==> src/rtl/core/hhft_pkg.sv <==
`default_nettype none
package hhft_pkg;

    localparam logic [7:0] CH_CR    = 8'h0D;
    localparam logic [7:0] CH_LF    = 8'h0A;
    localparam logic [7:0] CH_HT    = 8'h09;
    localparam logic [7:0] CH_COLON = 8'h3A;
    localparam logic [7:0] CH_QUOTE = 8'h22;
    localparam logic [7:0] CH_BSL   = 8'h5C;
    localparam logic [7:0] CH_SP    = 8'h20;

    localparam int unsigned QUEUE_DEPTH_DEF = 4;

    typedef enum logic [1:0] {
        CMD_DATA    = 2'd0,
        CMD_EOI     = 2'd1,
        CMD_RESTART = 2'd2
    } cmd_t;

    typedef enum logic [2:0] {
        K_NAME  = 3'd0,
        K_VALUE = 3'd1,
        K_END   = 3'd2,
        K_DONE  = 3'd3,
        K_ERR   = 3'd4
    } kind_t;

    // Results caused by one input word: one or two tokens.
    typedef struct packed {
        logic       two;
        kind_t      k0;
        logic [7:0] d0;
        kind_t      k1;
        logic [7:0] d1;
    } job_t;

    typedef struct packed {
        logic full;
        logic empty;
    } fifo_stat_t;

endpackage
`default_nettype wire

==> src/rtl/core/hhft_if.sv <==
`default_nettype none
interface hhft_byte_if;
    logic       valid;
    logic       ready;
    logic [1:0] cmd;
    logic [7:0] data;

    modport source (output valid, output cmd, output data, input ready);
    modport sink (input valid, input cmd, input data, output ready);
endinterface

interface hhft_tok_if;
    logic       valid;
    logic       ready;
    logic [2:0] kind;
    logic [7:0] data_res;
    logic       last;

    modport source (output valid, output kind, output data_res, output last, input ready);
    modport sink (input valid, input kind, input data_res, input last, output ready);
endinterface

interface hhft_cfg_if;
    logic valid;
    logic ready;
    logic fold_enable;

    modport source (output valid, output fold_enable, input ready);
    modport sink (input valid, input fold_enable, output ready);
endinterface
`default_nettype wire

==> src/rtl/core/hhft_front.sv <==
`default_nettype none
module hhft_front (
    input  logic               clk,
    input  logic               rst_n,
    hhft_byte_if.sink          byte_ch,
    hhft_cfg_if.sink           cfg_ch,
    input  hhft_pkg::fifo_stat_t q_stat,
    output logic               job_push,
    output hhft_pkg::job_t     job
);
    import hhft_pkg::*;

    typedef enum logic [11:0] {
        M_LINE   = 12'b0000_0000_0001,
        M_NAME   = 12'b0000_0000_0010,
        M_SKIPSP = 12'b0000_0000_0100,
        M_VALUE  = 12'b0000_0000_1000,
        M_DROP   = 12'b0000_0001_0000,
        M_QUOTED = 12'b0000_0010_0000,
        M_QESC   = 12'b0000_0100_0000,
        M_QSKIP  = 12'b0000_1000_0000,
        M_FOLD   = 12'b0001_0000_0000,
        M_BLANK  = 12'b0010_0000_0000,
        M_DONE   = 12'b0100_0000_0000,
        M_ERROR  = 12'b1000_0000_0000
    } mode_t;

    mode_t      mode_reg, mode_next;
    logic       open_reg, open_next;
    logic       fold_reg;
    logic       has_res;
    logic       accept;
    logic [7:0] c;
    logic       is_cr, is_lf, ws;

    function automatic logic is_ws(input logic [7:0] b);
        return (b == CH_SP) || ((b >= CH_HT) && (b <= CH_CR));
    endfunction

    assign cfg_ch.ready  = 1'b1;
    assign byte_ch.ready = !q_stat.full;
    assign accept        = byte_ch.valid && !q_stat.full;
    assign job_push      = accept && has_res;

    assign c     = byte_ch.data;
    assign is_cr = (c == CH_CR);
    assign is_lf = (c == CH_LF);
    assign ws    = is_ws(c);

    always_comb
    begin
        mode_next = mode_reg;
        open_next = open_reg;
        has_res   = 1'b0;
        job.two   = 1'b0;
        job.k0    = K_NAME;
        job.d0    = 8'd0;
        job.k1    = K_NAME;
        job.d1    = 8'd0;
        unique case (cmd_t'(byte_ch.cmd))
            CMD_DATA:
            begin
                unique case (mode_reg)
                    M_LINE:
                    begin
                        if (is_cr)
                        begin
                            has_res   = open_reg;
                            job.k0    = K_END;
                            open_next = 1'b0;
                            mode_next = M_BLANK;
                        end
                        else if (ws)
                        begin
                            if (!fold_reg || !open_reg)
                            begin
                                has_res   = 1'b1;
                                job.k0    = K_ERR;
                                mode_next = M_ERROR;
                            end
                            else
                            begin
                                mode_next = M_FOLD;
                            end
                        end
                        else
                        begin
                            // close the pending field before the new name
                            open_next = 1'b0;
                            if (c == CH_COLON)
                            begin
                                has_res   = open_reg;
                                job.k0    = K_END;
                                mode_next = M_SKIPSP;
                            end
                            else
                            begin
                                has_res   = 1'b1;
                                mode_next = M_NAME;
                                if (open_reg)
                                begin
                                    job.two = 1'b1;
                                    job.k0  = K_END;
                                    job.k1  = K_NAME;
                                    job.d1  = c;
                                end
                                else
                                begin
                                    job.k0 = K_NAME;
                                    job.d0 = c;
                                end
                            end
                        end
                    end
                    M_NAME:
                    begin
                        if (is_cr)
                        begin
                            has_res   = 1'b1;
                            job.k0    = K_ERR;
                            mode_next = M_ERROR;
                        end
                        else if (c == CH_COLON)
                        begin
                            mode_next = M_SKIPSP;
                        end
                        else
                        begin
                            has_res = 1'b1;
                            job.k0  = K_NAME;
                            job.d0  = c;
                        end
                    end
                    M_SKIPSP:
                    begin
                        if (is_cr)
                        begin
                            has_res   = 1'b1;
                            job.k0    = K_ERR;
                            mode_next = M_ERROR;
                        end
                        else if (ws)
                        begin
                            mode_next = M_SKIPSP;
                        end
                        else if (c == CH_QUOTE)
                        begin
                            mode_next = M_QUOTED;
                        end
                        else
                        begin
                            has_res   = 1'b1;
                            job.k0    = K_VALUE;
                            job.d0    = c;
                            mode_next = M_VALUE;
                        end
                    end
                    M_FOLD:
                    begin
                        if (is_cr)
                        begin
                            has_res   = 1'b1;
                            job.k0    = K_ERR;
                            mode_next = M_ERROR;
                        end
                        else if (!ws)
                        begin
                            // folded line: a space, then the first byte
                            has_res   = 1'b1;
                            job.two   = 1'b1;
                            job.k0    = K_VALUE;
                            job.d0    = CH_SP;
                            job.k1    = K_VALUE;
                            job.d1    = c;
                            mode_next = M_VALUE;
                        end
                    end
                    M_VALUE:
                    begin
                        if (is_cr)
                        begin
                            mode_next = M_DROP;
                        end
                        else
                        begin
                            has_res = 1'b1;
                            job.k0  = K_VALUE;
                            job.d0  = c;
                        end
                    end
                    M_DROP:
                    begin
                        open_next = 1'b1;
                        mode_next = M_LINE;
                    end
                    M_QUOTED:
                    begin
                        if (is_cr || is_lf)
                        begin
                            has_res   = 1'b1;
                            job.k0    = K_ERR;
                            mode_next = M_ERROR;
                        end
                        else if (c == CH_BSL)
                        begin
                            mode_next = M_QESC;
                        end
                        else if (c == CH_QUOTE)
                        begin
                            mode_next = M_QSKIP;
                        end
                        else
                        begin
                            has_res = 1'b1;
                            job.k0  = K_VALUE;
                            job.d0  = c;
                        end
                    end
                    M_QESC:
                    begin
                        has_res = 1'b1;
                        if (is_cr || is_lf)
                        begin
                            job.k0    = K_ERR;
                            mode_next = M_ERROR;
                        end
                        else
                        begin
                            job.k0    = K_VALUE;
                            job.d0    = c;
                            mode_next = M_QUOTED;
                        end
                    end
                    M_QSKIP:
                    begin
                        if (is_lf)
                        begin
                            open_next = 1'b1;
                            mode_next = M_LINE;
                        end
                    end
                    M_BLANK:
                    begin
                        if (is_lf)
                        begin
                            has_res   = 1'b1;
                            job.k0    = K_DONE;
                            mode_next = M_DONE;
                        end
                    end
                    M_DONE:
                    begin
                        mode_next = M_DONE;
                    end
                    default:
                    begin
                        mode_next = M_ERROR;
                    end
                endcase
            end
            CMD_EOI:
            begin
                if (mode_reg != M_DONE && mode_reg != M_ERROR)
                begin
                    has_res   = 1'b1;
                    job.k0    = K_ERR;
                    mode_next = M_ERROR;
                end
            end
            CMD_RESTART:
            begin
                mode_next = M_LINE;
                open_next = 1'b0;
            end
            default:
            begin
                mode_next = mode_reg;
            end
        endcase
    end

    always_ff @(posedge clk or negedge rst_n)
    begin
        if (!rst_n)
        begin
            mode_reg <= M_LINE;
            open_reg <= 1'b0;
        end
        else if (accept)
        begin
            mode_reg <= mode_next;
            open_reg <= open_next;
        end
    end

    always_ff @(posedge clk or negedge rst_n)
    begin
        if (!rst_n)
        begin
            fold_reg <= 1'b0;
        end
        else if (cfg_ch.valid)
        begin
            fold_reg <= cfg_ch.fold_enable;
        end
    end

endmodule
`default_nettype wire

==> src/rtl/core/hhft_fifo.sv <==
`default_nettype none
module hhft_fifo #(
    parameter int unsigned DEPTH = hhft_pkg::QUEUE_DEPTH_DEF
) (
    input  logic                 clk,
    input  logic                 rst_n,
    input  logic                 push,
    input  hhft_pkg::job_t       wr_job,
    input  logic                 pop,
    output hhft_pkg::job_t       rd_job,
    output hhft_pkg::fifo_stat_t stat
);
    import hhft_pkg::*;

    localparam int unsigned PTR_W = (DEPTH > 1) ? $clog2(DEPTH) : 1;
    localparam int unsigned CNT_W = $clog2(DEPTH + 1);

    job_t             mem_reg [DEPTH];
    logic [PTR_W-1:0] wr_ptr_reg, wr_ptr_next;
    logic [PTR_W-1:0] rd_ptr_reg, rd_ptr_next;
    logic [CNT_W-1:0] cnt_reg, cnt_next;
    logic             do_push, do_pop;

    assign stat.full  = (cnt_reg == CNT_W'(DEPTH));
    assign stat.empty = (cnt_reg == '0);
    assign do_push    = push && !stat.full;
    assign do_pop     = pop && !stat.empty;
    assign rd_job     = mem_reg[rd_ptr_reg];

    always_comb
    begin
        wr_ptr_next = wr_ptr_reg;
        rd_ptr_next = rd_ptr_reg;
        cnt_next    = cnt_reg;
        if (do_push)
        begin
            wr_ptr_next = (wr_ptr_reg == PTR_W'(DEPTH - 1)) ? '0 : wr_ptr_reg + 1'b1;
        end
        if (do_pop)
        begin
            rd_ptr_next = (rd_ptr_reg == PTR_W'(DEPTH - 1)) ? '0 : rd_ptr_reg + 1'b1;
        end
        if (do_push && !do_pop)
        begin
            cnt_next = cnt_reg + 1'b1;
        end
        else if (do_pop && !do_push)
        begin
            cnt_next = cnt_reg - 1'b1;
        end
    end

    always_ff @(posedge clk or negedge rst_n)
    begin
        if (!rst_n)
        begin
            wr_ptr_reg <= '0;
            rd_ptr_reg <= '0;
            cnt_reg    <= '0;
        end
        else
        begin
            wr_ptr_reg <= wr_ptr_next;
            rd_ptr_reg <= rd_ptr_next;
            cnt_reg    <= cnt_next;
        end
    end

    always_ff @(posedge clk)
    begin
        if (do_push)
        begin
            mem_reg[wr_ptr_reg] <= wr_job;
        end
    end

endmodule
`default_nettype wire

==> src/rtl/core/hhft_back.sv <==
`default_nettype none
module hhft_back (
    input  logic                 clk,
    input  logic                 rst_n,
    input  hhft_pkg::fifo_stat_t q_stat,
    input  hhft_pkg::job_t       q_rd,
    output logic                 q_pop,
    hhft_tok_if.source           tok_ch
);
    import hhft_pkg::*;

    logic       out_valid_reg, out_valid_next;
    kind_t      kind_reg, kind_next;
    logic [7:0] data_reg, data_next;
    logic       last_reg, last_next;
    logic       sec_valid_reg, sec_valid_next;
    kind_t      sec_kind_reg, sec_kind_next;
    logic [7:0] sec_data_reg, sec_data_next;
    logic       load;

    // output slot is free or its word leaves this cycle
    assign load  = !out_valid_reg || tok_ch.ready;
    assign q_pop = load && !sec_valid_reg && !q_stat.empty;

    assign tok_ch.valid    = out_valid_reg;
    assign tok_ch.kind     = kind_reg;
    assign tok_ch.data_res = data_reg;
    assign tok_ch.last     = last_reg;

    always_comb
    begin
        out_valid_next = out_valid_reg;
        kind_next      = kind_reg;
        data_next      = data_reg;
        last_next      = last_reg;
        sec_valid_next = sec_valid_reg;
        sec_kind_next  = sec_kind_reg;
        sec_data_next  = sec_data_reg;
        if (load)
        begin
            if (sec_valid_reg)
            begin
                out_valid_next = 1'b1;
                kind_next      = sec_kind_reg;
                data_next      = sec_data_reg;
                last_next      = 1'b1;
                sec_valid_next = 1'b0;
            end
            else if (!q_stat.empty)
            begin
                out_valid_next = 1'b1;
                kind_next      = q_rd.k0;
                data_next      = q_rd.d0;
                last_next      = !q_rd.two;
                // hold the second token until the first is taken
                sec_valid_next = q_rd.two;
                sec_kind_next  = q_rd.k1;
                sec_data_next  = q_rd.d1;
            end
            else
            begin
                out_valid_next = 1'b0;
            end
        end
    end

    always_ff @(posedge clk or negedge rst_n)
    begin
        if (!rst_n)
        begin
            out_valid_reg <= 1'b0;
            sec_valid_reg <= 1'b0;
        end
        else
        begin
            out_valid_reg <= out_valid_next;
            sec_valid_reg <= sec_valid_next;
        end
    end

    always_ff @(posedge clk)
    begin
        kind_reg     <= kind_next;
        data_reg     <= data_next;
        last_reg     <= last_next;
        sec_kind_reg <= sec_kind_next;
        sec_data_reg <= sec_data_next;
    end

endmodule
`default_nettype wire

==> src/rtl/core/http_header_field_tokenizer_core.sv <==
// The first token word of a byte passes the queue, then the back end's output register.
// Throughput: one input byte per cycle while the queue is not full; one token word per cycle
// leaves the back end while tok_ch is ready, so a byte that gives two tokens occupies two words.
// A queue of QUEUE_DEPTH entries between front and back absorbs output stalls.
// Reset: parser returns to line start, fold_enable clears to 0, queue empties.
`default_nettype none
module http_header_field_tokenizer_core #(
    parameter int unsigned QUEUE_DEPTH = hhft_pkg::QUEUE_DEPTH_DEF
) (
    input  logic       clk,
    input  logic       rst_n,
    hhft_byte_if.sink  byte_ch,
    hhft_tok_if.source tok_ch,
    hhft_cfg_if.sink   cfg_ch
);
    import hhft_pkg::*;

    job_t       push_job;
    job_t       rd_job;
    fifo_stat_t q_stat;
    logic       push;
    logic       pop;

    hhft_front u_front (
        .clk      (clk),
        .rst_n    (rst_n),
        .byte_ch  (byte_ch),
        .cfg_ch   (cfg_ch),
        .q_stat   (q_stat),
        .job_push (push),
        .job      (push_job)
    );

    hhft_fifo #(
        .DEPTH (QUEUE_DEPTH)
    ) u_fifo (
        .clk    (clk),
        .rst_n  (rst_n),
        .push   (push),
        .wr_job (push_job),
        .pop    (pop),
        .rd_job (rd_job),
        .stat   (q_stat)
    );

    hhft_back u_back (
        .clk    (clk),
        .rst_n  (rst_n),
        .q_stat (q_stat),
        .q_rd   (rd_job),
        .q_pop  (pop),
        .tok_ch (tok_ch)
    );

endmodule
`default_nettype wire

==> src/flat_wrapper.sv <==
// flat-port wrapper written by rule: the top's interface ports become plain ports
module http_header_field_tokenizer_core_flat import hhft_pkg::*;
#(
    parameter int unsigned QUEUE_DEPTH = hhft_pkg::QUEUE_DEPTH_DEF
)
  (clk, rst_n, byte_ch_valid, byte_ch_cmd, byte_ch_data, byte_ch_ready, tok_ch_valid, tok_ch_kind, tok_ch_data_res, tok_ch_last, tok_ch_ready, cfg_ch_valid, cfg_ch_fold_enable, cfg_ch_ready);
  hhft_byte_if byte_ch_i ();
  hhft_tok_if tok_ch_i ();
  hhft_cfg_if cfg_ch_i ();
  input  logic clk;
  input  logic rst_n;
  input wire logic [$bits(byte_ch_i.valid)-1:0] byte_ch_valid;
  input wire logic [$bits(byte_ch_i.cmd)-1:0] byte_ch_cmd;
  input wire logic [$bits(byte_ch_i.data)-1:0] byte_ch_data;
  output wire logic [$bits(byte_ch_i.ready)-1:0] byte_ch_ready;
  output wire logic [$bits(tok_ch_i.valid)-1:0] tok_ch_valid;
  output wire logic [$bits(tok_ch_i.kind)-1:0] tok_ch_kind;
  output wire logic [$bits(tok_ch_i.data_res)-1:0] tok_ch_data_res;
  output wire logic [$bits(tok_ch_i.last)-1:0] tok_ch_last;
  input wire logic [$bits(tok_ch_i.ready)-1:0] tok_ch_ready;
  input wire logic [$bits(cfg_ch_i.valid)-1:0] cfg_ch_valid;
  input wire logic [$bits(cfg_ch_i.fold_enable)-1:0] cfg_ch_fold_enable;
  output wire logic [$bits(cfg_ch_i.ready)-1:0] cfg_ch_ready;
  assign byte_ch_i.valid = byte_ch_valid;
  assign byte_ch_i.cmd = byte_ch_cmd;
  assign byte_ch_i.data = byte_ch_data;
  assign byte_ch_ready = byte_ch_i.ready;
  assign tok_ch_valid = tok_ch_i.valid;
  assign tok_ch_kind = tok_ch_i.kind;
  assign tok_ch_data_res = tok_ch_i.data_res;
  assign tok_ch_last = tok_ch_i.last;
  assign tok_ch_i.ready = tok_ch_ready;
  assign cfg_ch_i.valid = cfg_ch_valid;
  assign cfg_ch_i.fold_enable = cfg_ch_fold_enable;
  assign cfg_ch_ready = cfg_ch_i.ready;
  http_header_field_tokenizer_core #(.QUEUE_DEPTH(QUEUE_DEPTH)) u_core (.clk(clk), .rst_n(rst_n), .byte_ch(byte_ch_i), .tok_ch(tok_ch_i), .cfg_ch(cfg_ch_i));
endmodule
==> config.mk <==
export PLATFORM = sky130hd
export DESIGN_NAME = http_header_field_tokenizer_core_flat
export DESIGN_NICKNAME = d
export VERILOG_FILES = /design/src/rtl/core/hhft_pkg.sv /design/src/rtl/core/hhft_if.sv /design/src/rtl/core/hhft_front.sv /design/src/rtl/core/hhft_fifo.sv /design/src/rtl/core/hhft_back.sv /design/src/rtl/core/http_header_field_tokenizer_core.sv /design/src/flat_wrapper.sv
export SDC_FILE = /design/constraint.sdc
export NUM_CORES = 1
export LEC_CHECK = 0
export ABC_AREA = 1
export BUFFER_PORTS_ARGS = -buffer_cell sky130_fd_sc_hd__buf_2
export CAP_MARGIN = 20
export CORE_AREA = 2 2 138 140
export DETAILED_ROUTE_END_ITERATION = 16
export DIE_AREA = 0 0 140 142
export GPL_ROUTABILITY_DRIVEN = 0
export GPL_TIMING_DRIVEN = 0
export PLACE_DENSITY = 0.49
export SYNTH_ARGS = -nofsm -noshare
export SYNTH_HDL_FRONTEND = slang
export SYNTH_SLANG_ARGS = --single-unit
==> constraint.sdc <==
create_clock -name clk -period 4 [get_ports clk]
set_clock_uncertainty 0.05 [all_clocks]
set_input_delay 1 -clock clk [delete_from_list [all_inputs] [get_ports clk]]
set_output_delay 1 -clock clk [all_outputs]
set_load 0.03 [all_outputs]
Word level (Yosys, flattened, before mapping)
Memory sizes are Yosys's and may differ from the RTL's. Index checks and enable logic that the tools add are counted. W data, S select, Z words.

Equal/unequal tests: 34. Reductions and logical operators: 32. Bitwise gates (word level): 2. Multiplexer cells: 99. $lt $le $gt $ge: 2. Add/subtract/negate cells: 4.

Operator list (count): $mux W12 (17); $pmux W12 S11 (1); $mux W19 (5); $mux W8 (9); $pmux W8 S7 (1); $mux W3 (15); $mux W9 (4); $pmux W12 S3 (1); $mux W1 (32); $eq A8 B6 Y1 const B (3); $pmux W3 S8 (1); $mux W23 (1); $pmux W11 S2 (1); $eq A8 B4 Y1 const B (2); $eq A12 B1 Y1 const B (1); $eq A12 B10 Y1 const B (1); $eq A12 B11 Y1 const B (1); $eq A12 B2 Y1 const B (1); $eq A12 B3 Y1 const B (1); $eq A12 B4 Y1 const B (1); $eq A12 B5 Y1 const B (1); $eq A12 B6 Y1 const B (1); $eq A12 B7 Y1 const B (1); $eq A12 B8 Y1 const B (1); other kinds (36) (70).

Register bits after elaboration: 46. Logic and storage cells: 187. RAM bits: 92. Memories: 1. Output and inout bits: 15.

Memories: u_core.u_fifo.mem_reg (depth 4, width 23, read ports 1, clocked after memory_dff 0, wr ports 1, line hhft_fifo.sv:18) `job_t mem_reg [DEPTH];`.

Longest topological paths before layout
Gate-level depths: netlist (run 1).

Word-level depth: 13. Depth in mapped cells: 20.

By module
A second synthesis (run 1) with hierarchy kept.

Cell total of the unflattened synthesis: 758. Area total of the unflattened synthesis: 7173.1 um2.

By module, submodules not included: hhft_fifo (times used 1, cells each 329, sequential area each 2937.8 um2, area each 4103.9 um2); hhft_front (times used 1, cells each 352, sequential area each 351.6 um2, area each 2089.5 um2); hhft_back (times used 1, cells each 77, sequential area each 740.7 um2, area each 979.7 um2).

Worst setup path after synthesis (run 1)
OpenSTA, ideal clock, no wires.

Path type: in2reg. Start point: in byte_ch_data[6]. End point: reg u_core.u_fifo.cnt_reg[1]. Path slack: 0.855 ns. Data arrival time: 2.971 ns. Data required time: 3.825 ns. Stages: 16. Cells stage by stage: nor2_2 -> nand2_1 -> nor2_1 -> nand3_1 -> inv_1 -> o21ai_0 -> nand2_1 -> nand3_1 -> nand2_2 -> nand2_2 -> nand2_4 -> inv_1 -> ha_1 -> inv_1 -> fa_1 -> mux2_2.

Elaborated cells between the ends (all ways): 34. Classes of those cells: order compare (2); eq/ne (6); mux (17); reduce/logical (9).

RTL lines: start, declared (line flat_wrapper.sv:14) `input wire logic [$bits(byte_ch_i.data)-1:0] byte_ch_data;`; $ge A8 B4 Y1 or $le A8 B4 Y1 (tied branches) (line hhft_front.sv:37) `return (b == CH_SP) || ((b >= CH_HT) && (b <= CH_CR));`; $logic_and A1 B1 Y1 (line hhft_front.sv:37); $logic_or A1 B1 Y1 (line hhft_front.sv:37); $mux W1, on equally long branches (line hhft_front.sv:166, hhft_front.sv:73, hhft_front.sv:142); $mux W1, on equally long branches (line hhft_front.sv:160, hhft_front.sv:66, hhft_front.sv:136); $pmux W1 S8 * (line hhft_front.sv:63) `unique case (mode_reg)`; $pmux W1 S2 * (line hhft_front.sv:60) `unique case (cmd_t'(byte_ch.cmd))`; $logic_and A1 B1 Y1 * (line hhft_front.sv:43) `assign job_push = accept && has_res;`; $logic_and A1 B1 Y1 * (line hhft_fifo.sv:26) `assign do_push = push && !stat.full;`; named net u_core.u_fifo.do_push (line hhft_fifo.sv:22) `logic do_push, do_pop;`; $logic_and A1 B1 Y1 * (line hhft_fifo.sv:43) `if (do_push && !do_pop)`; $mux W3 * (line hhft_fifo.sv:43); named net u_core.u_fifo.cnt_next[1] (line hhft_fifo.sv:21) `logic [CNT_W-1:0] cnt_reg, cnt_next;`; end signal, assigned (line hhft_fifo.sv:65) `cnt_reg <= cnt_next;`; end, declared (line hhft_fifo.sv:21).

Mark *: on every way through the listed nets, which the timed path passes. The rest lies on a longest branch. A chain may end at the register's enable or synchronous reset.

Final worst setup path (run 1)
Start point: in byte_ch_data[4]. End point: reg u_core.u_fifo.cnt_reg[1].

Same word-level chain as after synthesis.

==> results of run 1 <==
==> cell usage in the layout, fill, tap and decap left out, types with 2 or more instances in the layout <==
master / count
buf_2: 30
clkinv_4: 3
bufinv_16: 3
nand2_1: 72
o211ai_1: 2
nor4_1: 4
xnor2_1: 2
inv_1: 51
inv_4: 2
o21ai_1: 4
nor2_2: 13
nand3b_4: 2
o22ai_1: 10
buf_8: 2
nand2_2: 16
buf_16: 2
ha_1: 10
clkinv_2: 3
clkinvlp_4: 3
dfrtp_1: 22
nor2_8: 4
nand3b_1: 2
mux2_2: 2
nor2_1: 112
nand4_1: 4
a21oi_1: 14
o21ai_2: 6
nand2_4: 10
edfxtp_1: 105
inv_2: 6
clkbuf_1: 14
a31oi_1: 12
nor2_4: 8
clkbuf_16: 17
nor3_1: 21
clkinv_1: 3
nand3_1: 19
o21ai_0: 57
==> per-layer routing <==
metal	track usage [%]	up-vias	part of all wire, %
li1	-	2238	-
met1	19.8	2191	44
met2	30.6	91	52
met3	3.26	19	3.0
met4	4.68	0	1.3
met5	0	-	0
==> cells by family (layout without fill, tap and decap cells) <==
group	count (synthesis)	in the layout	synth area share, %
AND/OR/NAND/NOR	292	292	23.7
flip-flops	128	128	58.6
AO/OA/AOI/OAI	108	108	9.49
buffers and inverters	79	144	5.21
adder cells (fa/ha/maj)	11	11	2.28
XOR/XNOR	2	2	0.275
multiplexers	2	2	0.354
other	1	1	0.0589
==> worst min path at each step <==
| stage | cells past startpoint | slack [ps] | start | to |
|---|---|---|---|---|
| after global placement | 1 | 440 | u_core.u_fifo.cnt_reg[2] | u_core.u_fifo.cnt_reg[2] |
| after floorplan | 2 | 410 | u_core.u_front.mode_reg[0] | u_core.u_front.mode_reg[0] |
| after detailed placement | 1 | 440 | u_core.u_fifo.cnt_reg[2] | u_core.u_fifo.cnt_reg[2] |
| after global routing | 1 | 480 | u_core.u_fifo.cnt_reg[2] | u_core.u_fifo.cnt_reg[2] |
| final | 1 | 450 | u_core.u_fifo.cnt_reg[2] | u_core.u_fifo.cnt_reg[2] |
| after CTS | 1 | 460 | u_core.u_fifo.cnt_reg[2] | u_core.u_fifo.cnt_reg[2] |
==> stage by stage <==
step | setup WS (ps) | hold WS [ps] | total power (µW) | area [µm²] | utilization, %
after CTS | 806 | 455 | 4880 | 7480 | 40.5
after detailed placement | 389 | 444 | 3320 | 6890 | 37.3
after global placement | 50.7 | 437 | 3280 | 6800 | 36.9
after floorplan | 855 | 415 | 2850 | 6370 | -
final | 804 | 452 | 4820 | 7480 | 40.5
after global routing | 512 | 480 | 5110 | 7480 | 40.5
==> worst register-to-register path, cell delays in order (launching register included) <==
cell	delay (ps)
dfstp_2	570
nor2_1	60
nand2_2	120
nor2_4	80
nand2_2	150
nand2_2	100
nor2_4	130
nand3b_4	110
nand2_4	140
nand2_4	80
nand2_2	70
nand2_2	80
nand2_4	130
inv_1	70
ha_1	190
inv_1	90
fa_1	420
mux2_2	270
==> cell type report <==
type / count / area [µm²]
fillers: 1760 / 11000
flip-flops and latches: 128 / 3730
multi-input cells: 416 / 2300
clock buffers: 17 / 425
well taps: 234 / 293
inverters: 60 / 231
repair buffers: 33 / 230
clock inverters: 15 / 169
plain buffers: 19 / 100
==> power groups by stage <==
stage	registers, µW	clock network [µW]	logic [µW]
after CTS	1820	1580	1470
final	1820	1550	1450
after floorplan	1950	0	891
after global placement	1840	0	1440
after detailed placement	1850	0	1470
after global routing	1850	1650	1620
==> run metrics, run 1 <==
Clock Power Share=32.1%; Starting Density=around a third; CTS tree=built; Fin. Hold Viols=0; Yosys warning total=0; DP Cell Count=890; HPWL after DPL=~11,000 µm; worst reg2reg path endpoint=u_core.u_fifo.cnt_reg[1]; Final period util=79.9%; post-detailed-route DRC marker count=3; Crit path arrival time=3450 ps; PostCTS Resize Cnt=0; share of cells above drive strength 1=a little over 20%; largest net degree at the start of global routing=24; Core ar.=about 0.018 mm²; Least-Margin Pin Slew=between 800 and 900 ps; startpoint types=primary input; antenna violations before repair=0; vias per cell=just under 5; library cells used by synthesis=between 40 and 50; sequential fraction of the synthesis area=approximately three fifths; Setup crit end kind=register; final setup violation count=0; final WL=~15,000 µm; Psw=1690 µW; Seq cells post-synth=roughly 130; nets=between 700 and 800; cell taking the most area after synthesis=edfxtp_1; ANT nets after route=0; Vias=between 4,000 and 5,000; Net Sw Frac=between 30% and 40%; synthesized area=between 0.006 and 0.007 mm²; top cells by count, synth=nor2_1 (112), edfxtp_1 (105), nand2_1 (72), o21ai_0 (57), inv_1 (51); setup TNS=0 ps; critical-path cell list=buf_2, inv_1, nand2_1, nor2_1, nand2_1, nand2_1, nor2_1, nor2_1, nand2_1, nor2_1, nand3_1, nand2_2, nand2_2, nand2_4, inv_1, ha_1, inv_1, fa_1, mux2_2; drt initial violations=between 300 and 400; crit path time final=about 3200 ps; worst setup path start=byte_ch_data[4]; max cap viols=0; Stages on worst setup path=19; pwr/cell area=~640 mW/mm²; H-Tree Depth=4; Longest Clk Path Bufs=2; Most used DFF post-synth=edfxtp_1; Area Overhead vs Synth=17.6%; Pint=roughly 3100 µW; Cells after Synth=623; Worst path max stage delay=about 420 ps; TritonCTS Buffers=17; number of global-route vias before repair=approximately 4,700; WP buf/inv=4; count leader, synth=nor2_1; Avg WL per Cell=roughly 17 µm; Worst-Skew Late Latency=about 420 ps; status=finished, violations left; Clock Pin Slew Worst Setup and Hold Paths=60 ps; Worst setup endpoint=u_core.u_fifo.cnt_reg[1]; WP data required=about 4300 ps; top cells by area, synth=edfxtp_1 (50%), dfrtp_1 (8.6%), nor2_1 (6.6%); IO Port Bufs=29; syn nets=650; leakage=around 0.0031 µW; number of placement rows=50; ys async rst share=between 10% and 20%; CTS Root Cell=clkbuf_16; Crit Path Max Fanout=7; mean post-synth cell area=about 10 µm²; Die X=between 100 and 150 µm; slowest CP cell=fa_1; first-pass GRT wire length=25,000 µm; top cell type's share of synthesized area=between 40% and 50%; # clock sinks=between 100 and 150; gr usage total=16.6%; RSZ-0062 raised after global routing=false; final slew viol count=0; fin cells=slightly above 900; io pins=31; type of the worst setup path=in2reg; Worst Hold Class=reg2reg; die extent in y=roughly 140 µm; Post-CTS Hold Fix Bufs=0; critical path's top delay family=simple AND/OR/NAND/NOR gates; R2R cell count=17; Reg2Reg Setup Slack=about 1000 ps; combinational power share=30.1%; Slew HR=45.4%; number of flops mapped to enable cells by yosys=approximately 110; max reg flops=between 80 and 90; # Post-CTS Setup Buffers=0; violated checks=DRC; Worst VDD drop=between 300 and 400 µV; total overflow reported by the global router=0; sequential power share=37.8%; Initial DRT Pass Iterations=11; die area=slightly below 0.02 mm²; fmax=about 310 MHz; diode count=0; R2R Path Start=u_core.u_front.mode_reg[0]
Power figures use the tool's default switching activity.
==> run 2, diff against run 1 <==
--- a/config.mk
+++ b/config.mk
@@ -5,12 +5,12 @@
 export SDC_FILE = /design/constraint.sdc
 export NUM_CORES = 1
 export LEC_CHECK = 0
-export ABC_AREA = 1
+export ABC_AREA = 0
 export BUFFER_PORTS_ARGS = -buffer_cell sky130_fd_sc_hd__buf_2
 export CAP_MARGIN = 20
-export CORE_AREA = 2 2 138 140
+export CORE_AREA = 2 2 137 139
 export DETAILED_ROUTE_END_ITERATION = 16
-export DIE_AREA = 0 0 140 142
+export DIE_AREA = 0 0 139 141
 export GPL_ROUTABILITY_DRIVEN = 0
 export GPL_TIMING_DRIVEN = 0
 export PLACE_DENSITY = 0.49
==> constraint.sdc (replaced) <==
create_clock -name clk -period 3.3 [get_ports clk]
set_clock_uncertainty 0.05 [all_clocks]
set_input_delay 0.825 -clock clk [delete_from_list [all_inputs] [get_ports clk]]
set_output_delay 0.825 -clock clk [all_outputs]
set_load 0.03 [all_outputs]
==> run metrics, run 2 <==
Cells after Synth=431 (-31%); TritonCTS Buffers=17 (unchanged); H-Tree Depth=4 (unchanged); Clock Pin Slew Worst Setup and Hold Paths=60 ps (about the same); number of global-route vias before repair=3,998 (-14%); library cells used by synthesis=71 (+54%); worst setup margin=-104 ps (-908 ps); final slew viol count=0 (unchanged); Register Area=0.00373 mm² (+0.10%); final WL=14,600 µm (-5.4%); Vias=3,968 (-13%); Most used DFF post-synth=edfxtp_1; max reg flops=84 (unchanged); IO Port Bufs=27 (-6.9%); nets=523 (-25%); die extent in y=141 µm (-0.70%); HPWL after DPL=9880 µm (-12%); Core ar.=0.0183 mm² (-1.0%); top cells by area, synth=edfxtp_1 (51%), dfrtp_1 (8.8%), mux4_2 (7.6%); CTS tree=built; first-pass GRT wire length=22,800 µm (-8.7%); Worst VDD drop=493 µV (+44%); Worst Hold Class=in2async; fmax=about 300 MHz; startpoint types=primary input; antenna violations before repair=0 (unchanged); post-detailed-route DRC marker count=0 (-3); ANT nets after route=0 (unchanged); Layout fillers=1,690 (-4.0%); gr usage total=15.5% (-1.1 points); R2R Path Start=u_core.u_front.mode_reg[7]; most frequent cells in the layout=edfxtp_1 (105), buf_2 (26), nor2_1 (22), mux4_2 (21), buf_4 (21); Yosys warning total=0 (unchanged); # clock sinks=128 (unchanged); largest net degree at the start of global routing=24 (unchanged); type of the worst setup path=in2reg; syn nets=458 (-30%); io pins=31 (unchanged); WP data required=3590 ps (-660 ps); RSZ-0062 raised after global routing=true; setup TNS=-169 ps (-169 ps); violated checks=setup timing; top cell type's share of synthesized area=50.5% (+1.0 points); Fin. Hold Viols=0 (unchanged); diode count=0 (unchanged); Initial DRT Pass Iterations=4 (-7); crit path time final=between 3000 and 4000 ps; most common cell after layout, fill and taps aside=edfxtp_1; Starting Density=34.2% (-0.34 points); status=finished, violations left; Least-Margin Pin Slew=802 ps (-11.4 ps); Setup crit end kind=register; Area Overhead vs Synth=22.9%; Crit path arrival time=3690 ps (+240 ps); die area=0.0196 mm² (-1.4%); final setup violation count=2 (+2); mean post-synth cell area=14.5 µm² (+42%); Crit Path Max Fanout=6 (-1); share of cells above drive strength 1=36.7% (+16 points); Final period util=103%; Die X=139 µm (-0.71%); Slew HR=46.2% (+0.89 points); synthesized area=0.00624 mm² (-2.0%); Fin Hold WS=371 ps (-80.4 ps); count leader, synth=edfxtp_1; CTS Root Cell=clkbuf_16; cell taking the most area after synthesis=edfxtp_1; drt initial violations=299 (-8.3%); pwr/cell area=710 mW/mm² (+10%); Seq cells post-synth=128 (unchanged); total overflow reported by the global router=0 (unchanged); Reg2Reg Setup Slack=-20 ps (-1010 ps); Longest Clk Path Bufs=2 (unchanged); Avg WL per Cell=19.7 µm (+17%); max cap viols=0 (unchanged); ys async rst share=18.0% (unchanged); leakage=0.00281 µW (-9.0%); vias per cell=5.34 (+8.5%); worst setup path start=byte_ch_data[7]; area of the multi-input gates=0.00252 mm² (+9.2%); sequential fraction of the synthesis area=59.8% (+1.2 points); number of flops mapped to enable cells by yosys=105 (unchanged); Worst-Skew Late Latency=410 ps (about the same); number of placement rows=50 (unchanged); top cells by count, synth=edfxtp_1 (105), dfrtp_1 (22), nor2_1 (22), mux4_2 (21), nor3_1 (19)
-- run 2: cell types whose count changed in the layout (fill, tap and decap cells not counted), moves of 10 or more --
cell	previous run	this run
nor2_1	112	22
nand2_1	72	15
o21ai_0	57	9
inv_1	51	13
mux4_2	0	21
buf_4	1	21
nand2_2	16	0
nand3_1	19	3
mux2_2	2	17
nor2_2	13	0
a31oi_1	12	1
nand2_4	10	0
nand2b_1	0	10
-- run 2: power by group --
group | internal, µW | leakage [µW] | total (µW) | switching, µW
registers | 1990 | 0.00130 | 2100 | 113
clock network | 1230 | 0.000293 | 1920 | 692
logic | 633 | 0.00122 | 1420 | 789
-- run 2: critical path: stages --
cell and delay, ps:
buf_12 100, or3_4 370, buf_6 140, or3_4 410, nor3_4 180, a21oi_2 70, nor3b_4 160, a221oi_4 360
ha_2 270, inv_2 40, fa_2 350, xor2_1 140, nor2_1 120, xor2_1 150
-- run 2: cell type report --
class | count | area share [%]
Sequential cell | 128 | 48.7
Multi-Input combinational cell | 266 | 32.8
Clock buffer | 20 | 5.96
Timing Repair Buffer | 48 | 4.23
Tap cell | 234 | 3.82
Clock inverter | 12 | 2.06
Buffer | 21 | 1.75
Inverter | 14 | 0.685
-- run 2: per-layer routing --
| layer | share of wire [%] | vias to the layer above | track usage, % |
|---|---|---|---|
| li1 | - | 1809 | - |
| met1 | 44 | 2022 | 19.2 |
| met2 | 49 | 108 | 26.0 |
| met3 | 4.1 | 29 | 3.87 |
| met4 | 2.6 | 0 | 6.33 |
| met5 | 0 | - | 0 |
-- run 2: repair_timing --
| action | CTS | global route |
|---|---|---|
| gates resized for setup | 13 | 34 |
| hold endpoints to repair | 0 | 0 |
| pin swaps | 8 | 18 |
| hold buffers | 0 | 0 |
| cloned | 0 | 0 |
| setup endpoints to repair | 102 | 103 |
| buffers inserted | 10 | 9 |
-- run 2: logic make-up after synthesis --
family | synth area share [%]
multiplexers | 13.0
other | 0.0601
flip-flops | 59.8
buffers and inverters | 2.71
adder cells (fa/ha/maj) | 2.33
AO/OA/AOI/OAI | 7.04
XOR/XNOR | 1.12
AND/OR/NAND/NOR | 14.0
-- run 2: worst paths after layout --
| path | to | cells after the start |
|---|---|---|
| setup / recovery | u_core.u_fifo.cnt_reg[2] | 14 |
| hold / removal | u_core.u_front.mode_reg[11] | 1 |
| setup reg to reg | u_core.u_fifo.cnt_reg[2] | 12 |
| hold reg to reg | u_core.u_fifo.cnt_reg[2] | 1 |
| max in group asynchronous | u_core.u_front.mode_reg[7] | 1 |
| min in group clk | u_core.u_fifo.cnt_reg[2] | 1 |
-- run 2: per-stage QoR --
stage / utilization (%) / power (µW) / cells / setup WS, ps / area [µm²]
after floorplan: - / 3110 / 431 / -236 / 6290
after global placement: 36.8 / 3470 / 692 / -777 / 6720
after detailed placement: 36.9 / 3500 / 694 / -752 / 6740
after CTS: 41.1 / 5440 / 736 / -105 / 7500
after global routing: 42.0 / 5690 / 743 / -237 / 7670
final: 42.0 / 5440 / 743 / -104 / 7670
